`src/bpiq_pkg.sv`:
```
`default_nettype none

package bpiq_pkg;

    // Fixed sizes of the front panel.
    localparam int NUM_BUTTONS = 5;
    localparam int NUM_POTS    = 3;
    localparam int HIGH_BUTTON = 4;

    localparam int ADC_W   = 10;
    localparam int LEVEL_W = 8;
    localparam int LOCK_W  = 16;
    localparam int IVAL_W  = 16;
    localparam int SENS_W  = 8;
    localparam int DUR_W   = 24;
    localparam int ZONE_W  = 2;

    // Configuration port.
    localparam int CFG_ADDR_W = 2;
    localparam int CFG_DATA_W = DUR_W;

    typedef enum logic [CFG_ADDR_W-1:0] {
        CFG_BUTTON_LOCKOUT       = 2'd0,
        CFG_POT_INTERVAL         = 2'd1,
        CFG_POT_SENSITIVITY      = 2'd2,
        CFG_INTERACTIVE_DURATION = 2'd3
    } t_cfg_idx;

    localparam logic [LOCK_W-1:0] RST_LOCKOUT  = 16'd250;
    localparam logic [IVAL_W-1:0] RST_INTERVAL = 16'd50;
    localparam logic [SENS_W-1:0] RST_SENS     = 8'd5;
    localparam logic [DUR_W-1:0]  RST_DURATION = 24'd60000;

    // Input tdata layout, lowest bit first.
    localparam int IN_BTN_LSB   = 0;
    localparam int IN_POT_LSB   = IN_BTN_LSB + NUM_BUTTONS;
    localparam int IN_ZONE_LSB  = IN_POT_LSB + NUM_POTS * ADC_W;
    localparam int IN_BACK_LSB  = IN_ZONE_LSB + ZONE_W;
    localparam int IN_PACK_LSB  = IN_BACK_LSB + NUM_BUTTONS;
    localparam int IN_USED_W    = IN_PACK_LSB + NUM_POTS;
    localparam int IN_TDATA_W   = ((IN_USED_W + 7) / 8) * 8;

    // Output tdata layout, lowest bit first.
    localparam int OUT_BPEND_LSB = 0;
    localparam int OUT_LVL_LSB   = OUT_BPEND_LSB + NUM_BUTTONS;
    localparam int OUT_PPEND_LSB = OUT_LVL_LSB + NUM_POTS * LEVEL_W;
    localparam int OUT_INTER_BIT = OUT_PPEND_LSB + NUM_POTS;
    localparam int OUT_UNH_BIT   = OUT_INTER_BIT + 1;
    localparam int OUT_ZONE_LSB  = OUT_UNH_BIT + 1;
    localparam int OUT_USED_W    = OUT_ZONE_LSB + ZONE_W;
    localparam int OUT_TDATA_W   = ((OUT_USED_W + 7) / 8) * 8;

    // Scale a converter sample as raw*255/1023 with adders only:
    // raw*255 is (raw<<8)-raw, and p/1023 is (p + (p>>10) + 1) >> 10
    // for every product that fits in 18 bits.
    function automatic logic [LEVEL_W-1:0] scale_level(input logic [ADC_W-1:0] raw);
        logic [17:0] prod;
        logic [17:0] sum;
        prod = {raw, 8'b0} - {8'b0, raw};
        sum  = prod + {10'b0, prod[17:10]} + 18'd1;
        return sum[17:10];
    endfunction

endpackage

`default_nettype wire

```
`src/button_pot_input_qualifier_top.sv`:
```
// Channel   | Direction | Payload (lowest bit first)
// s_axis    | in        | button_raw, pot_sample_a/b/c, zone_raw, button_ack, pot_ack
// m_axis    | out       | button_pending, pot_level_a/b/c, pot_pending, interactive,
//           |           | unhandled_any, zone
// cfg       | in        | write enable, register index, write data
//
// Each accepted tick item has its result in the output register on the next
// cycle, and a new item may follow in every cycle while the input is not stalled.
// A single output register decouples the sides: the input stalls only while
// that register is full and the downstream side is not ready.
// Reset is synchronous and active low; it restores all registers and state but the output data register.
`default_nettype none

module button_pot_input_qualifier_top (
    input  wire logic                                  i_clk,
    input  wire logic                                  i_rst_n,
    input  wire logic                                  s_axis_tvalid,
    output      logic                                  s_axis_tready,
    // button_raw[4:0], pot_sample_a[14:5], pot_sample_b[24:15], pot_sample_c[34:25],
    // zone_raw[36:35], button_ack[41:37], pot_ack[44:42], zero pad
    input  wire logic [bpiq_pkg::IN_TDATA_W-1:0]       s_axis_tdata,
    output      logic                                  m_axis_tvalid,
    input  wire logic                                  m_axis_tready,
    // button_pending[4:0], pot_level_a[12:5], pot_level_b[20:13], pot_level_c[28:21],
    // pot_pending[31:29], interactive[32], unhandled_any[33], zone[35:34], zero pad
    output      logic [bpiq_pkg::OUT_TDATA_W-1:0]      m_axis_tdata,
    input  wire logic                                  i_cfg_we,
    input  wire logic [bpiq_pkg::CFG_ADDR_W-1:0]       i_cfg_addr,
    input  wire logic [bpiq_pkg::CFG_DATA_W-1:0]       i_cfg_wdata
);
    import bpiq_pkg::*;

    // Configuration registers.
    logic [LOCK_W-1:0] r_cfg_lockout;
    logic [IVAL_W-1:0] r_cfg_interval;
    logic [SENS_W-1:0] r_cfg_sens;
    logic [DUR_W-1:0]  r_cfg_duration;

    // Qualifier state and its next values.
    logic [NUM_BUTTONS-1:0]  r_btn_active,  n_btn_active;
    logic [NUM_BUTTONS-1:0]  r_btn_handled, n_btn_handled;
    logic [LOCK_W-1:0]       r_btn_timer [NUM_BUTTONS];
    logic [LOCK_W-1:0]       n_btn_timer [NUM_BUTTONS];
    logic [LEVEL_W-1:0]      r_pot_level [NUM_POTS];
    logic [LEVEL_W-1:0]      n_pot_level [NUM_POTS];
    logic [NUM_POTS-1:0]     r_pot_handled, n_pot_handled;
    logic [IVAL_W-1:0]       r_pot_timer,   n_pot_timer;
    logic                    r_pots_loaded, n_pots_loaded;
    logic                    r_inter_active, n_inter_active;
    logic [DUR_W-1:0]        r_inter_timer, n_inter_timer;

    // Output register.
    logic                    r_out_valid;
    logic [OUT_TDATA_W-1:0]  r_out_data, n_out_data;

    // Unpacked input fields.
    logic [NUM_BUTTONS-1:0]  in_button_raw;
    logic [NUM_BUTTONS-1:0]  in_button_ack;
    logic [NUM_POTS-1:0]     in_pot_ack;
    logic [ZONE_W-1:0]       in_zone_raw;
    logic [ADC_W-1:0]        in_sample [NUM_POTS];

    logic                    in_xfer;
    logic                    out_xfer;
    logic                    btn_press;
    logic                    open_win;
    logic [LEVEL_W-1:0]      samp_level;
    logic [LEVEL_W:0]        up_bound;
    logic [LEVEL_W:0]        down_sum;

    assign in_xfer       = s_axis_tvalid && s_axis_tready;
    assign out_xfer      = r_out_valid && m_axis_tready;
    assign s_axis_tready = !r_out_valid || m_axis_tready;
    assign m_axis_tvalid = r_out_valid;
    assign m_axis_tdata  = r_out_data;

    assign in_button_raw = s_axis_tdata[IN_BTN_LSB +: NUM_BUTTONS];
    assign in_zone_raw   = s_axis_tdata[IN_ZONE_LSB +: ZONE_W];
    assign in_button_ack = s_axis_tdata[IN_BACK_LSB +: NUM_BUTTONS];
    assign in_pot_ack    = s_axis_tdata[IN_PACK_LSB +: NUM_POTS];

    always_comb begin
        for (int p = 0; p < NUM_POTS; p++) begin
            in_sample[p] = s_axis_tdata[IN_POT_LSB + p*ADC_W +: ADC_W];
        end
    end

    // One tick of qualification: acks, window countdown, buttons, pots.
    always_comb begin
        n_btn_handled  = r_btn_handled | in_button_ack;
        n_pot_handled  = r_pot_handled | in_pot_ack;
        n_btn_active   = r_btn_active;
        n_btn_timer    = r_btn_timer;
        n_pot_level    = r_pot_level;
        n_pot_timer    = r_pot_timer;
        n_pots_loaded  = r_pots_loaded;
        n_inter_active = r_inter_active;
        n_inter_timer  = r_inter_timer;
        open_win       = 1'b0;
        btn_press      = 1'b0;
        samp_level     = '0;
        up_bound       = '0;
        down_sum       = '0;

        // The window closes one tick after its counter reaches zero.
        if (r_inter_active) begin
            if (r_inter_timer == '0) begin
                n_inter_active = 1'b0;
            end else begin
                n_inter_timer = r_inter_timer - 1'b1;
            end
        end

        // Lockout per button; a held button is pressed again each time its lockout expires.
        for (int b = 0; b < NUM_BUTTONS; b++) begin
            btn_press = (b == HIGH_BUTTON) ? in_button_raw[b] : !in_button_raw[b];
            if (r_btn_active[b]) begin
                if (r_btn_timer[b] == '0) begin
                    n_btn_active[b]  = 1'b0;
                    n_btn_handled[b] = 1'b1;
                end else begin
                    n_btn_timer[b] = r_btn_timer[b] - 1'b1;
                end
            end
            if (!n_btn_active[b] && btn_press) begin
                open_win         = 1'b1;
                n_btn_active[b]  = 1'b1;
                n_btn_handled[b] = 1'b0;
                n_btn_timer[b]   = r_cfg_lockout;
            end
        end

        // Pot sampling: the first tick loads silently, later ones use the deadband when the interval timer is zero.
        if (!r_pots_loaded) begin
            n_pots_loaded = 1'b1;
            n_pot_timer   = r_cfg_interval;
            for (int p = 0; p < NUM_POTS; p++) begin
                n_pot_level[p] = scale_level(in_sample[p]);
            end
        end else if (r_pot_timer == '0) begin
            n_pot_timer = r_cfg_interval;
            for (int p = 0; p < NUM_POTS; p++) begin
                samp_level = scale_level(in_sample[p]);
                up_bound   = {1'b0, r_pot_level[p]} + {1'b0, r_cfg_sens};
                down_sum   = {1'b0, samp_level} + {1'b0, r_cfg_sens};
                if (({1'b0, samp_level} >= up_bound) ||
                    (down_sum <= {1'b0, r_pot_level[p]})) begin
                    open_win         = 1'b1;
                    n_pot_level[p]   = samp_level;
                    n_pot_handled[p] = 1'b0;
                end
            end
        end else begin
            n_pot_timer = r_pot_timer - 1'b1;
        end

        // Activity opens or refreshes the interactive window.
        if (open_win) begin
            n_inter_active = 1'b1;
            n_inter_timer  = r_cfg_duration;
        end
    end

    // Result packing.
    always_comb begin
        n_out_data = '0;
        n_out_data[OUT_BPEND_LSB +: NUM_BUTTONS] = n_btn_active & ~n_btn_handled;
        for (int p = 0; p < NUM_POTS; p++) begin
            n_out_data[OUT_LVL_LSB + p*LEVEL_W +: LEVEL_W] = n_pot_level[p];
        end
        n_out_data[OUT_PPEND_LSB +: NUM_POTS] = ~n_pot_handled;
        n_out_data[OUT_INTER_BIT] = n_inter_active;
        n_out_data[OUT_UNH_BIT]   = n_inter_active &&
                                    ((|(~n_btn_handled)) || (|(~n_pot_handled)));
        n_out_data[OUT_ZONE_LSB +: ZONE_W] = ~in_zone_raw;
    end

    // Configuration writes.
    always_ff @(posedge i_clk) begin
        if (!i_rst_n) begin
            r_cfg_lockout  <= RST_LOCKOUT;
            r_cfg_interval <= RST_INTERVAL;
            r_cfg_sens     <= RST_SENS;
            r_cfg_duration <= RST_DURATION;
        end else if (i_cfg_we) begin
            unique case (t_cfg_idx'(i_cfg_addr))
                CFG_BUTTON_LOCKOUT:       r_cfg_lockout  <= i_cfg_wdata[LOCK_W-1:0];
                CFG_POT_INTERVAL:         r_cfg_interval <= i_cfg_wdata[IVAL_W-1:0];
                CFG_POT_SENSITIVITY:      r_cfg_sens     <= i_cfg_wdata[SENS_W-1:0];
                CFG_INTERACTIVE_DURATION: r_cfg_duration <= i_cfg_wdata[DUR_W-1:0];
            endcase
        end
    end

    // State advances on every accepted tick.
    always_ff @(posedge i_clk) begin
        if (!i_rst_n) begin
            r_btn_active   <= '0;
            r_btn_handled  <= '1;
            r_pot_handled  <= '1;
            r_pot_timer    <= '0;
            r_pots_loaded  <= 1'b0;
            r_inter_active <= 1'b0;
            r_inter_timer  <= '0;
            for (int b = 0; b < NUM_BUTTONS; b++) begin
                r_btn_timer[b] <= '0;
            end
            for (int p = 0; p < NUM_POTS; p++) begin
                r_pot_level[p] <= '0;
            end
        end else if (in_xfer) begin
            r_btn_active   <= n_btn_active;
            r_btn_handled  <= n_btn_handled;
            r_btn_timer    <= n_btn_timer;
            r_pot_level    <= n_pot_level;
            r_pot_handled  <= n_pot_handled;
            r_pot_timer    <= n_pot_timer;
            r_pots_loaded  <= n_pots_loaded;
            r_inter_active <= n_inter_active;
            r_inter_timer  <= n_inter_timer;
        end
    end

    // Output register: loads on an input transfer, empties on an output transfer.
    always_ff @(posedge i_clk) begin
        if (!i_rst_n) begin
            r_out_valid <= 1'b0;
        end else if (in_xfer) begin
            r_out_valid <= 1'b1;
        end else if (out_xfer) begin
            r_out_valid <= 1'b0;
        end
    end

    always_ff @(posedge i_clk) begin
        if (in_xfer) begin
            r_out_data <= n_out_data;
        end
    end

endmodule

`default_nettype wire

```
`config.mk`:
```
export PLATFORM = sky130hd
export DESIGN_NAME = button_pot_input_qualifier_top
export DESIGN_NICKNAME = d
export VERILOG_FILES = /design/src/bpiq_pkg.sv /design/src/button_pot_input_qualifier_top.sv
export SDC_FILE = /design/constraint.sdc
export NUM_CORES = 1
export LEC_CHECK = 0
export BUFFER_PORTS_ARGS = -buffer_cell sky130_fd_sc_hd__buf_2
export CAP_MARGIN = 20
export CORE_UTILIZATION = 30
export CTS_BUF_LIST = sky130_fd_sc_hd__clkbuf_8
export DETAILED_ROUTE_END_ITERATION = 7
export PLACE_DENSITY = 0.48
export SETUP_SLACK_MARGIN = 0.2
export SYNTH_ARGS = -nofsm -noshare
export SYNTH_HDL_FRONTEND = slang
export SYNTH_SLANG_ARGS = --single-unit
```
`constraint.sdc`:
```
create_clock -name i_clk -period 21.4 [get_ports i_clk]
set_input_delay 1.07 -clock i_clk [delete_from_list [all_inputs] [get_ports i_clk]]
set_output_delay 1.07 -clock i_clk [all_outputs]
set_load 0.02 [all_outputs]
```
# After elaboration in Yosys (flattened, before gate mapping)
# Cells that the tools add are included.
[op_classes]
add_sub_neg = 22
magnitude_cmp = 6
n_eq_ne = 9
n_mux = 75
bitwise = 6
n_reduce_logical = 50
[op_table]
columns = ["cell", "n"]
rows = [
  ["2-to-1 mux 16 bit", 17],
  ["2-to-1 mux 24 bit", 5],
  ["logical NOT 16 bit", 6],
  ["subtractor 16 x 1 -> 16 bit (second input constant)", 6],
  ["adder 18 x 1 -> 18 bit (second input constant)", 3],
  ["adder 18 x 8 -> 18 bit", 3],
  ["adder 8 x 8 -> 9 bit", 6],
  ["subtractor 18 x 10 -> 18 bit", 3],
  ["2-to-1 mux 1 bit", 48],
  [">= comparator 8 x 9 -> 1 bit", 3],
  ["less-or-equal comparator 9 x 8 -> 1 bit", 3],
  ["logical NOT 24 bit", 1],
  ["2-to-1 mux 8 bit", 3],
  ["subtractor 24 x 1 -> 24 bit (second input constant)", 1],
  ["AND reduction 3 bit", 6],
  ["nonzero test 2 bit", 7],
  ["logical NOT 1 bit", 10],
  ["inequality test 2 x 1 -> 1 bit (second input constant)", 5],
  ["logical AND 1 bit", 8],
  ["AND reduction 2 bit", 4],
  ["2-to-1 mux 3 bit", 2],
  ["AND 5 bit", 1],
  ["logical OR 1 bit", 5],
  ["inverter 5 bit", 1],
  ["10 further kinds", 11],
]
[totals]
ff_bits = 260
input_bits = 79
out_inout_bits = 42
wordCells = 189

# Depth between registers and ports, before layout
# Gate-level depths: netlist (run 1).
[depth]
ltp_word = 17
ltp_mapped = 36
depth_no_buf = 34

# Least setup slack after synthesis (run 1)
# OpenSTA, ideal clock, no wires.
[synth_path]
path_type = "input -> register"
start = "input port s_axis_tdata[14] (netlist name)"
end = "register r_inter_timer[17]"
t_arrival_ps = 7609
t_required_ps = 21208
path_slack_ps = 13599
cell_stages = 34
cell_sequence = "inv_1 -> ha_1 -> clkbuf_1 -> a211o_1 -> or3_1 -> o21ai_1 -> ha_1 -> a21o_1 -> a21oi_1 -> nor3b_1 -> a221oi_1 -> o221ai_2 -> a211oi_1 -> xor2_1 -> ha_1 -> a21o_1 -> a21oi_1 -> o21bai_1 -> a21oi_1 -> o21bai_1 -> a21oi_1 -> xnor2_1 -> ha_1 -> nand4_1 -> nor2_1 -> a21oi_1 -> a2bb2oi_1 -> o2bb2ai_1 -> o31ai_1 -> and2_1 -> buf_2 -> buf_1 -> mux2i_1 -> a21oi_1"
[synth_between]
elab_chain_len = 13
word_cells_on_any_way = 16
[synth_lines]
columns = ["item", "line_no", "text"]
rows = [
  ["start, declared", "button_pot_input_qualifier_top.sv:21", "input wire logic [bpiq_pkg::IN_TDATA_W-1:0] s_axis_tdata,"],
  ["subtractor 18 x 10 -> 18 bit *", "bpiq_pkg.sv:59", "prod = {raw, 8'b0} - {8'b0, raw};"],
  ["adder 18 x 8 -> 18 bit *", "bpiq_pkg.sv:60", "sum = prod + {10'b0, prod[17:10]} + 18'd1;"],
  ["adder 18 x 1 -> 18 bit *", "bpiq_pkg.sv:60", ""],
  ["adder 8 x 8 -> 9 bit", "button_pot_input_qualifier_top.sv:145", "down_sum = {1'b0, samp_level} + {1'b0, r_cfg_sens};"],
  ["less-or-equal comparator 9 x 8 -> 1 bit", "button_pot_input_qualifier_top.sv:147", "(down_sum <= {1'b0, r_pot_level[p]})) begin"],
  ["logical OR 1 bit *", "button_pot_input_qualifier_top.sv:146", "if (({1'b0, samp_level} >= up_bound) ||"],
  ["2-to-1 mux 1 bit * (3 in a row)", "button_pot_input_qualifier_top.sv:146", ""],
  ["2-to-1 mux 1 bit *", "button_pot_input_qualifier_top.sv:140", "end else if (r_pot_timer == '0) begin"],
  ["2-to-1 mux 1 bit *", "button_pot_input_qualifier_top.sv:134", "if (!r_pots_loaded) begin"],
  ["inequality test 2 bit (no line) / nonzero test 2 bit (equally long branches)", "n/a", ""],
  ["AND reduction 3 bit (no line)", "n/a", ""],
  ["end signal, assigned", "button_pot_input_qualifier_top.sv:220", "r_inter_timer <= n_inter_timer;"],
  ["end, declared", "button_pot_input_qualifier_top.sv:50", "logic [DUR_W-1:0] r_inter_timer, n_inter_timer;"],
]
# Mark *: on every way between the ends. The rest lies on a longest branch, timed or not.
# A chain may end at the register's enable or synchronous reset.

# Final worst setup path (run 1)
[layout_path]
start = "input port s_axis_tdata[16] (netlist name)"
end = "register r_inter_timer[7]"
[layout_between]
elab_chain_len = 12
word_cells_on_any_way = 15
[layout_lines]
columns = ["item", "line_no"]
rows = [
  ["subtractor 18 x 10 -> 18 bit *", "bpiq_pkg.sv:59"],
  ["adder 18 x 8 -> 18 bit *", "bpiq_pkg.sv:60"],
  ["adder 18 x 1 -> 18 bit *", "bpiq_pkg.sv:60"],
  ["adder 8 x 8 -> 9 bit", "button_pot_input_qualifier_top.sv:145"],
  ["less-or-equal comparator 9 x 8 -> 1 bit", "button_pot_input_qualifier_top.sv:147"],
  ["logical OR 1 bit *", "button_pot_input_qualifier_top.sv:146"],
  ["2-to-1 mux 1 bit * (2 in a row)", "button_pot_input_qualifier_top.sv:146"],
  ["2-to-1 mux 1 bit *", "button_pot_input_qualifier_top.sv:140"],
  ["2-to-1 mux 1 bit *", "button_pot_input_qualifier_top.sv:134"],
  ["inequality test 2 bit (no line) / nonzero test 2 bit (equally long branches)", "n/a"],
  ["AND reduction 3 bit (no line)", "n/a"],
]
# Marked as above.

==> metrics, run 1 <==
drt first-iter violations 991; crit path launch s_axis_tdata[16]; largest net degree at the start of global routing 84; r2r startpoint r_cfg_sens[1]; Area growth syn-to-layout 13.1%; Pre-Repair DR Iteration Count 5; final hold violation count 0; largest cells by area after synthesis dfxtp_1, ha_1, nand2_1; leakage just under 8 nW; Clock Skews 77.6 ps; Slew headroom 0.285; commonest cells in the netlist nand2_1, dfxtp_1, a21oi_1; dpl ws between 10000 and 15000 ps; critical path's top delay family simple AND/OR/NAND/NOR gates; PortBufs ~110; min Tclk post-route 9120 ps; Ports 121; Yosys top cell by area dfxtp_1; Multi-input gate area 11300 sq um; # Post-CTS Setup Buffers 0; Post-Syn Instances between 2000 and 2500; Top Metal Used met5; GR Util All Layers 0.185; Post-synth ARST share 0; clock buffer count from CTS 49; routed vias/inst approximately 5.3; GPL Wtd Cong 0.868; post-synthesis sequential area ratio 0.314; first-pass GRT wire length slightly below 90000 um; Yosys cell types 84; total clock sinks 260; reg2reg path depth 20; Least-Margin Pin Slew around 1100 ps; FF+latch count, synth 260; Power Dens Cells 77.6 nW/um^2; Required @ worst endpoint 21930 ps; setup ws final between 10000 and 15000 ps; row cnt 88; Pwr Total about 1.6 mW; WP depth 32; via count around 17000; chip width between 200 and 250 um; Syn Area/Cell 7.75 sq um; final setup violation count 0; Post-DRT Antenna Nets 0; R2R Setup Slk 15330 ps; maxcap violations 0; post-CTS sizing 0; FILL cells 6102; class of the worst hold path reg -> reg; vias in the first global route ~16000; arrival time at the worst endpoint between 9000 and 10000 ps; CP Buf/Inv Count 2; WL met1 26400 um; Mapped Area about 18000 sq um; TNS Setup 0 ps; register clock-pin slew on the reported worst setup and hold paths 60 ps; WL met2 around 25000 um; post-DP HPWL around 39000 um; worst skew pair latency between 600 and 700 ps; most used cell, CP ha_1; grt ovf 0; EDFF count, synth 36; Max Freq 110 MHz; H-tree Lvls 2; Synth top area share 0.253; RSZ-0062 raised after global routing no; worst setup path end r_inter_timer[7]; root buffer cell clkbuf_8; FF-to-FF End r_inter_timer[7]; Core Area between 50000 and 60000 sq um; Critical Path Slowest Stage Cell nand2_1; initial antenna violation count 6; CTS max path bufs 3; CP max stage delay between 800 and 900 ps; # hold bufs at CTS 0; ratio of final minimum period to clock period 0.426; outcome finished, final reports clean; FF+latch area approximately 5600 sq um; crit-path max FO 30; dominant cell by count in the synthesized netlist nand2_1; startpoint types input port; Initial Util 0.305; Die Ht between 200 and 250 um; max-slew violation count 0; layout cells sized above 1 0.115; die area approximately 60000 sq um; yosys warns 0; VDD IR max between 0.04 and 0.05 mV; fin nets 2578; DRT Wirelength approximately 56000 um; wire per inst 17.8 um; CTS tree yes; Worst setup EP type flop; met3 routed WL between 2000 and 3000 um; critical path class in -> reg; drt drc 0; Primary FF master, synth dfxtp_1
-- sequential cells by signal, summed over array words and instances, names as in the netlist --
signal and flops:
r_btn_timer 80, m_axis_tdata 36, r_cfg_duration 24, r_inter_timer 24, r_pot_level 24, r_cfg_interval 16
r_cfg_lockout 16, r_pot_timer 16, r_cfg_sens 8, r_btn_active 5, r_btn_handled 5, r_pot_handled 3
m_axis_tvalid 1, r_inter_active 1, r_pots_loaded 1
-- per-stage QoR --
stage	hold WS (ps)	cell area (sq um)	std cells	util
global placement	441	18900	3067	0.326
CTS	452	20000	3158	0.345
detailed placement	443	18900	3067	0.326
finish	453	20000	3162	0.345
global route	478	20000	3162	0.345
floorplan	432	17700	2286	-
-- cell usage in the layout, fill, tap and decap left out, drive strengths merged, types with 18 or more instances in the layout --
cell type	instances
nand2	340
dfxtp	224
a21oi	219
nor2	181
o21ai	154
ha	137
buf	136
inv	124
nand3	81
nor3	74
xnor2	66
clkbuf	64
nor4	40
edfxtp	36
a31oi	27
a22oi	26
nand2b	24
a21o	21
nand4	21
and2	21
xor2	21
mux2i	20
a211oi	19
or3	19
o31ai	19
mux2	19
o21a	18
-- area by class of cell --
cell class	instances	area share
Antenna cell	1	0.000125
Clock buffer	64	0.0440
Clock inverter	27	0.00981
Inverter	108	0.0204
Multi-Input combinational cell	1801	0.563
Sequential cell	260	0.278
Tap cell	765	0.0478
Timing Repair Buffer	136	0.0369
-- worst reg2reg max path: stages, from the launching register on --
cell	delay (ps)
dfxtp_1	700
buf_4	270
ha_1	240
a21o_1	150
a21oi_1	230
o21bai_1	110
a21oi_1	250
o21bai_1	100
a21oi_1	170
xnor2_1	150
ha_1	260
and4b_1	180
nand3_1	80
o32ai_1	80
o22ai_1	220
o31ai_1	130
buf_4	170
o31ai_1	730
nand2_1	860
or4_1	730
a31oi_1	160
-- power by group --
group	internal (mW)	total, mW	switching [mW]
logic	0.172	0.445	0.273
clock network	0.295	0.537	0.242
registers	0.534	0.572	0.0373
total	1.00	1.55	0.552
-- worst min-delay path by stage --
stage | from | endpoint | slack [ps] | cells past startpoint
after floorplan | r_cfg_interval[2] | r_cfg_interval[2] | 430 | 2
after global placement | r_cfg_interval[6] | r_cfg_interval[6] | 440 | 2
after detailed placement | r_cfg_interval[6] | r_cfg_interval[6] | 440 | 2
after CTS | r_cfg_interval[6] | r_cfg_interval[6] | 450 | 2
after global routing | r_cfg_duration[21] | r_cfg_duration[21] | 480 | 2
final | r_cfg_interval[6] | r_cfg_interval[6] | 450 | 2
-- kinds of logic after synthesis --
logic type,share of synthesized area
muxes,0.0234
adders and majority gates,0.104
AOI/OAI and AO/OA,0.228
xor gates and xnor gates,0.0431
buffers and inverters,0.0499
other,0.000212
and+or+nand+nor,0.237
DFF,0.314
-- metal layers --
metal,GRT usage,vias to the layer above
li1,-,8419
met1,0.243,7975
met2,0.300,360
met3,0.0362,98
met4,0.0649,10
met5,0,-
Power figures use the tool's default switching activity.
==> inputs of run 2 (changes only) <==
--- a/config.mk
+++ b/config.mk
@@ -5,12 +5,13 @@
 export SDC_FILE = /design/constraint.sdc
 export NUM_CORES = 1
 export LEC_CHECK = 0
+export ABC_AREA = 1
 export BUFFER_PORTS_ARGS = -buffer_cell sky130_fd_sc_hd__buf_2
 export CAP_MARGIN = 20
 export CORE_UTILIZATION = 30
 export CTS_BUF_LIST = sky130_fd_sc_hd__clkbuf_8
 export DETAILED_ROUTE_END_ITERATION = 7
-export PLACE_DENSITY = 0.48
+export PLACE_DENSITY = 0.5
 export SETUP_SLACK_MARGIN = 0.2
 export SYNTH_ARGS = -nofsm -noshare
 export SYNTH_HDL_FRONTEND = slang
==> constraint.sdc (replaced) <==
create_clock -name i_clk -period 8.02 [get_ports i_clk]
set_input_delay 0.401 -clock i_clk [delete_from_list [all_inputs] [get_ports i_clk]]
set_output_delay 0.401 -clock i_clk [all_outputs]
set_load 0.02 [all_outputs]
==> run 2 against run 1 <==
  * Routed wire length increased by 1.7%
  * Count of clock-buffer cells in the layout rose by 1
  * Power increased to 2.8 times the previous value
  * Critical path type unchanged
  * Synthesized area up 5.3%
==> metrics, run 2 <==
outcome finished, final reports clean; post-DP HPWL 40800 um (+4.5%); Post-Syn Instances 2795 (+22%); post-synthesis sequential area ratio 0.299 (-0.0159); Max Freq roughly 160 MHz; Clock Skews 45.1 ps (-32.5 ps); leakage 10.3 nW (+32%); Post-synth ARST share 0 (unchanged); largest cells by area after synthesis dfxtp_1, nand2_1, ha_1; CP max stage delay 400 ps (-460 ps); Inst Count DP 3674 (+20%); FILL cells 6774 (+11%); # Post-CTS Setup Buffers 0 (unchanged); Slew headroom 0.345 (+0.0605); commonest non-fill, non-tap cells in the layout nand2_1, inv_1, nor2_1; total clock sinks 260 (unchanged); fin nets 3125 (+21%); Pre-Repair DR Iteration Count 5 (unchanged); layout cells sized above 1 0.0896 (-0.0256); FF+latch count, synth 260 (unchanged); most used cell, CP nand2_1; Primary FF master, synth dfxtp_1; TNS Setup 0 ps (unchanged); Yosys top cell by area dfxtp_1; Synth top area share 0.241 (-0.0128); max reg flops 80 (unchanged); drt drc 0 (unchanged); min Tclk post-route a little over 6000 ps; routed vias/inst 4.85 (-9.1%); fin cells 3784 (+20%); # hold bufs at CTS 11 (+11); largest net degree at the start of global routing 76 (-9.5%); initial antenna violation count 2 (-4); arrival time at the worst endpoint 6700 ps (-2950 ps); CTS max path bufs 3 (unchanged); Mapped Area 18600 sq um (+5.3%); root buffer cell clkbuf_8; critical path class in -> reg; hold_ws 110 ps (-343 ps); crit path launch s_axis_tdata[26]; Initial Util 0.303 (-0.00241); clock buffer count from CTS 51 (+4.1%); RSZ-0062 raised after global routing no; dominant cell by count in the synthesized netlist nand2_1; grt ovf 0 (unchanged); Ports 121 (unchanged); ratio of final minimum period to clock period 0.771; VDD IR max 0.123 mV (+150%); GPL Wtd Cong 0.860 (-0.91%); PortBufs 113 (unchanged); worst skew pair latency 660 ps (-20 ps); Power Dens Cells 206 nW/um^2 (+170%); CTS tree yes; Core Area 61600 sq um (+6.2%); Yosys cell types 55 (-35%); Die Ht 251 um (+2.6%); most flop-heavy register r_btn_timer; GR Util All Layers 0.180 (-0.00522); post-CTS sizing 0 (unchanged); commonest cells in the netlist nand2_1, inv_1, nor2_1; Syn Area/Cell 6.67 sq um (-14%); Area growth syn-to-layout 14.3%; reg2reg path depth 24 (+20%); H-tree Lvls 2 (unchanged); maxcap violations 0 (unchanged); Required @ worst endpoint 8540 ps (-13390 ps); Post-DRT Antenna Nets 0 (unchanged); final hold violation count 0 (unchanged); max-slew violation count 0 (unchanged); first-pass GRT wire length 91400 um (+2.9%); Critical Path Slowest Stage Cell nand2_2; vias in the first global route 17506 (+8.3%); die area 63100 sq um (+5.3%); chip width 251 um (+2.6%); crit-path max FO 26 (-13%); DRT Wirelength 57100 um (+1.7%); commonest non-fill, non-tap cell in the layout nand2_1; wire per inst 15.1 um (-15%); class of the worst hold path in -> reg; startpoint types input port; register clock-pin slew on the reported worst setup and hold paths 60 ps (about the same); r2r startpoint r_cfg_sens[1]; yosys warns 0 (unchanged); row cnt 91 (+3.4%); final setup violation count 0 (unchanged); via count 18336 (+8.7%); Worst setup EP type flop; EDFF count, synth 36 (unchanged); number of cells on the worst hold path 3 (+1); hold_sp s_axis_tdata[42]; Least-Margin Pin Slew 982 ps (-88.5 ps); drt first-iter violations 1121 (+13%)
## run 2: cell count changes after synthesis, sizes merged, moves of 35 or more
cell,change
a21oi,+41
inv,+219
xnor2,-35
xor2,+86
nor2,+132
nand2,+338
o21ai,+60
nand3,+92
## run 2: path summary, 6_finish.rpt
path / endpoint / slack (ps)
hold / removal: r_pot_handled[0] / 110
setup / recovery: r_inter_timer[13] / 1840
setup reg to reg: r_inter_timer[13] / 3330
hold reg to reg: r_cfg_interval[15] / 460
## run 2: power breakdown
group / switching (mW) / total [mW] / internal (mW)
sequential: 0.0982 / 1.54 / 1.44
combinational: 0.849 / 1.32 / 0.471
clock: 0.658 / 1.53 / 0.868
## run 2: area by class of cell
cell class	instances	area (sq um)	share of cell area
Tap cell	837	1050	0.0492
Clock buffer	65	895	0.0420
Inverter	333	1250	0.0588
Timing Repair Buffer	141	818	0.0384
Clock inverter	31	269	0.0126
Sequential cell	260	5570	0.261
Antenna cell	1	2.50	0.000117
Multi-Input combinational cell	2116	11500	0.538
## run 2: per-stage QoR
step	utilization	setup WS [ps]	power [mW]	cell area, sq um
2_1_floorplan	-	2550	2.52	18700
3_3_place_gp	0.325	1120	2.86	20000
3_5_place_dp	0.325	1140	2.88	20000
4_1_cts	0.346	1830	4.46	21300
5_1_grt	0.346	1140	4.72	21300
6_report	0.346	1840	4.39	21300
## run 2: logic make-up (layout without fill, tap and decap cells)
family,Yosys count,count (layout),share of synthesized area
AOI/OAI and AO/OA,548,548,0.160
xor gates and xnor gates,138,138,0.0657
adders and majority gates,143,143,0.0984
buffers and inverters,422,570,0.0877
DFF,260,260,0.299
other,1,5,0.000201
and+or+nand+nor,1283,1283,0.290
## run 2: metal layers
metal | vias to the layer above | GRT usage | wire length [um]
li1 | 9383 | - | -
met1 | 8404 | 0.239 | 26800
met5 | - | 0 | 15
met3 | 101 | 0.0304 | 3050
met4 | 2 | 0.0674 | 1710
met2 | 446 | 0.290 | 25500
## run 2: worst max-delay path, delay by kind of cell
family	cells	cell delay (ps)
AO/OA/AOI/OAI	5	1140
XOR/XNOR	2	390
adder cells (fa/ha/maj)	5	1550
buffers and inverters	10	1020
AND/OR/NAND/NOR	22	2210
==> inputs of run 3 (changes only) <==
==> constraint.sdc (replaced) <==
create_clock -name i_clk -period 5.1 [get_ports i_clk]
set_input_delay 0.255 -clock i_clk [delete_from_list [all_inputs] [get_ports i_clk]]
set_output_delay 0.255 -clock i_clk [all_outputs]
set_load 0.02 [all_outputs]
==> run 3 against run 2 <==
  * Utilization up 6.1 points
  * Non-clock buffer count up 288
  * Hold slack worse by 70 ps
  * Combinational power up 100%
  * Clock skew down 27 ps
  * Critical path type unchanged
==> metrics, run 3 (synthesized netlist as in run 2, its figures left out) <==
critical path class in -> reg; die area 63100 sq um (unchanged); Power Dens Cells 302 nW/um^2 (+47%); Area after DPL 22000 sq um (+10%); Pre-Repair DR Iteration Count 5 (unchanged); register clock-pin slew on the reported worst setup and hold paths 60 ps (about the same); maxcap violations 0 (unchanged); leakage 12.0 nW (+16%); Area growth syn-to-layout 34.4%; arrival time at the worst endpoint 5470 ps (-1230 ps); Initial Util 0.303 (unchanged); max reg flops 80 (unchanged); outcome finished, final reports clean; DRT Wirelength 61400 um (+7.6%); initial antenna violation count 1 (-1); final hold violation count 0 (unchanged); root buffer cell clkbuf_8; wire per inst 15.1 um (about the same); Max Freq between 200 and 250 MHz; max-slew violation count 0 (unchanged); Sw Share 0.356 (-0.00960); Comb power frac 0.353 (+0.052); first-pass GRT wire length 95800 um (+4.9%); class of the worst hold path in -> reg; clock buffer count from CTS 51 (unchanged); total clock sinks 260 (unchanged); via count 19624 (+7.0%); commonest non-fill, non-tap cells in the layout nand2_1, inv_1, nor2_1; layout cells sized above 1 0.231 (+0.141); Core Area 61600 sq um (unchanged); chip width 251 um (unchanged); Least-Margin Pin Slew 984 ps (+2.52 ps); worst skew pair latency 630 ps (-30 ps); Clk network pwr share 0.326 (-0.022); largest net degree at the start of global routing 83 (+9.2%); RSZ-0062 raised after global routing yes; Ports 121 (unchanged); routed vias/inst 4.82 (-0.52%); CP max stage delay 410 ps (about the same); Switch Pwr 2.70 mW (+68%); H-tree Lvls 2 (unchanged); Worst setup EP type flop; CTS max path bufs 3 (unchanged); Die Ht 251 um (unchanged); startpoint types input port; Slew headroom 0.344 (-0.00168); drt drc 0 (unchanged); ratio of final minimum period to clock period 0.970; post-DP HPWL 43700 um (+7.1%); Required @ worst endpoint 5630 ps (-2910 ps); Clock Skews 18.5 ps (-26.7 ps); row cnt 91 (unchanged); VDD IR max 0.170 mV (+38%); most flop-heavy register r_btn_timer; CTS tree yes; hold_ws 40.3 ps (-70.0 ps); GPL Wtd Cong 0.878 (+2.1%); vias in the first global route 19000 (+8.5%); GR Util All Layers 0.187 (+0.00730); final instance area 25000 sq um (+18%); final setup violation count 0 (unchanged); crit-path max FO 5 (-81%); Reg power frac 0.321 (-0.030); Pint 4.87 mW (+75%); drt first-iter violations 999 (-11%); Critical Path Slowest Stage Cell fa_2; min Tclk post-route 4950 ps; grt ovf 0 (unchanged); PortBufs 113 (unchanged); fin nets 3414 (+9.2%); commonest non-fill, non-tap cell in the layout nand2_1; Post-DRT Antenna Nets 0 (unchanged)
[run 3: changes by cell type in the layout (fill, tap and decap cells not counted), moves of 20 or more]
cell and change:
buf_4 +252, nand2_1 -68, nand2_2 +44, ha_1 -31, ha_4 +29, nand3_1 -28, inv_1 -25, dlygate4sd3_1 +23
nand2_4 +23, inv_2 +22, a21oi_1 -20
[run 3: final timing paths]
kind | start | endpoint | slack [ps] | depth (start not counted)
worst min register to register | r_btn_timer[79] | r_btn_timer[79] | 460 | 2
worst max-delay path | s_axis_tdata[26] | r_inter_timer[9] | 150 | 45
worst min-delay path | s_axis_tdata[42] | r_pot_handled[0] | 40 | 3
worst max register to register | r_cfg_sens[0] | r_inter_timer[9] | 1140 | 26
[run 3: worst max-delay path: cells and delay by family]
kind | cells | cell delay, ps
xor+xnor | 2 | 370
fa+ha+maj | 5 | 1460
simple gates | 25 | 1930
buf+inv | 10 | 840
compound gates | 3 | 590
[run 3: what timing repair did]
action / CTS / global route
buffers inserted: 0 / 31
hold buffers: 34 / 0
hold endpoints to repair: 78 / 0
resized for setup: 14 / 249
setup endpoints to repair: 53 / 81
pin swaps: 2 / 138
cloned: 0 / 6
[run 3: stage by stage]
step | power (mW) | util | worst slack (ps) | std cells | TNS, ps
global placement | 4.79 | 0.357 | -580 | 3905 | -32420
global route | 8.08 | 0.407 | -217 | 4071 | -5240
CTS | 7.38 | 0.384 | 215 | 4033 | 0
finish | 7.57 | 0.407 | 153 | 4071 | 0
floorplan | 4.00 | - | 203 | 2798 | 0
detailed placement | 4.83 | 0.357 | -602 | 3905 | -36990
[run 3: metal layers]
layer,wire (um),global-route usage,up-vias
li1,-,-,9957
met1,28400,0.247,9136
met2,29000,0.316,443
met3,2870,0.0260,88
met4,1170,0.0530,0
met5,0,0,-
[run 3: area by class of cell]
class,instances,area (sq um)
diodes,1,2.50
clock buffers,67,922
clock inverters,27,279
fillers,6372,36600
inverters,333,1270
multi-input cells,2117,12700
flip-flops and latches,260,5570
well taps,837,1050
repair buffers,429,3250
[run 3: power groups by stage]
stage	Combinational (mW)	Clock [mW]	Sequential [mW]
2_1_floorplan	1.55	0	2.46
3_3_place_gp	2.32	0	2.47
3_5_place_dp	2.37	0	2.47
4_1_cts	2.41	2.54	2.43
5_1_grt	3.00	2.63	2.45
6_report	2.67	2.46	2.43
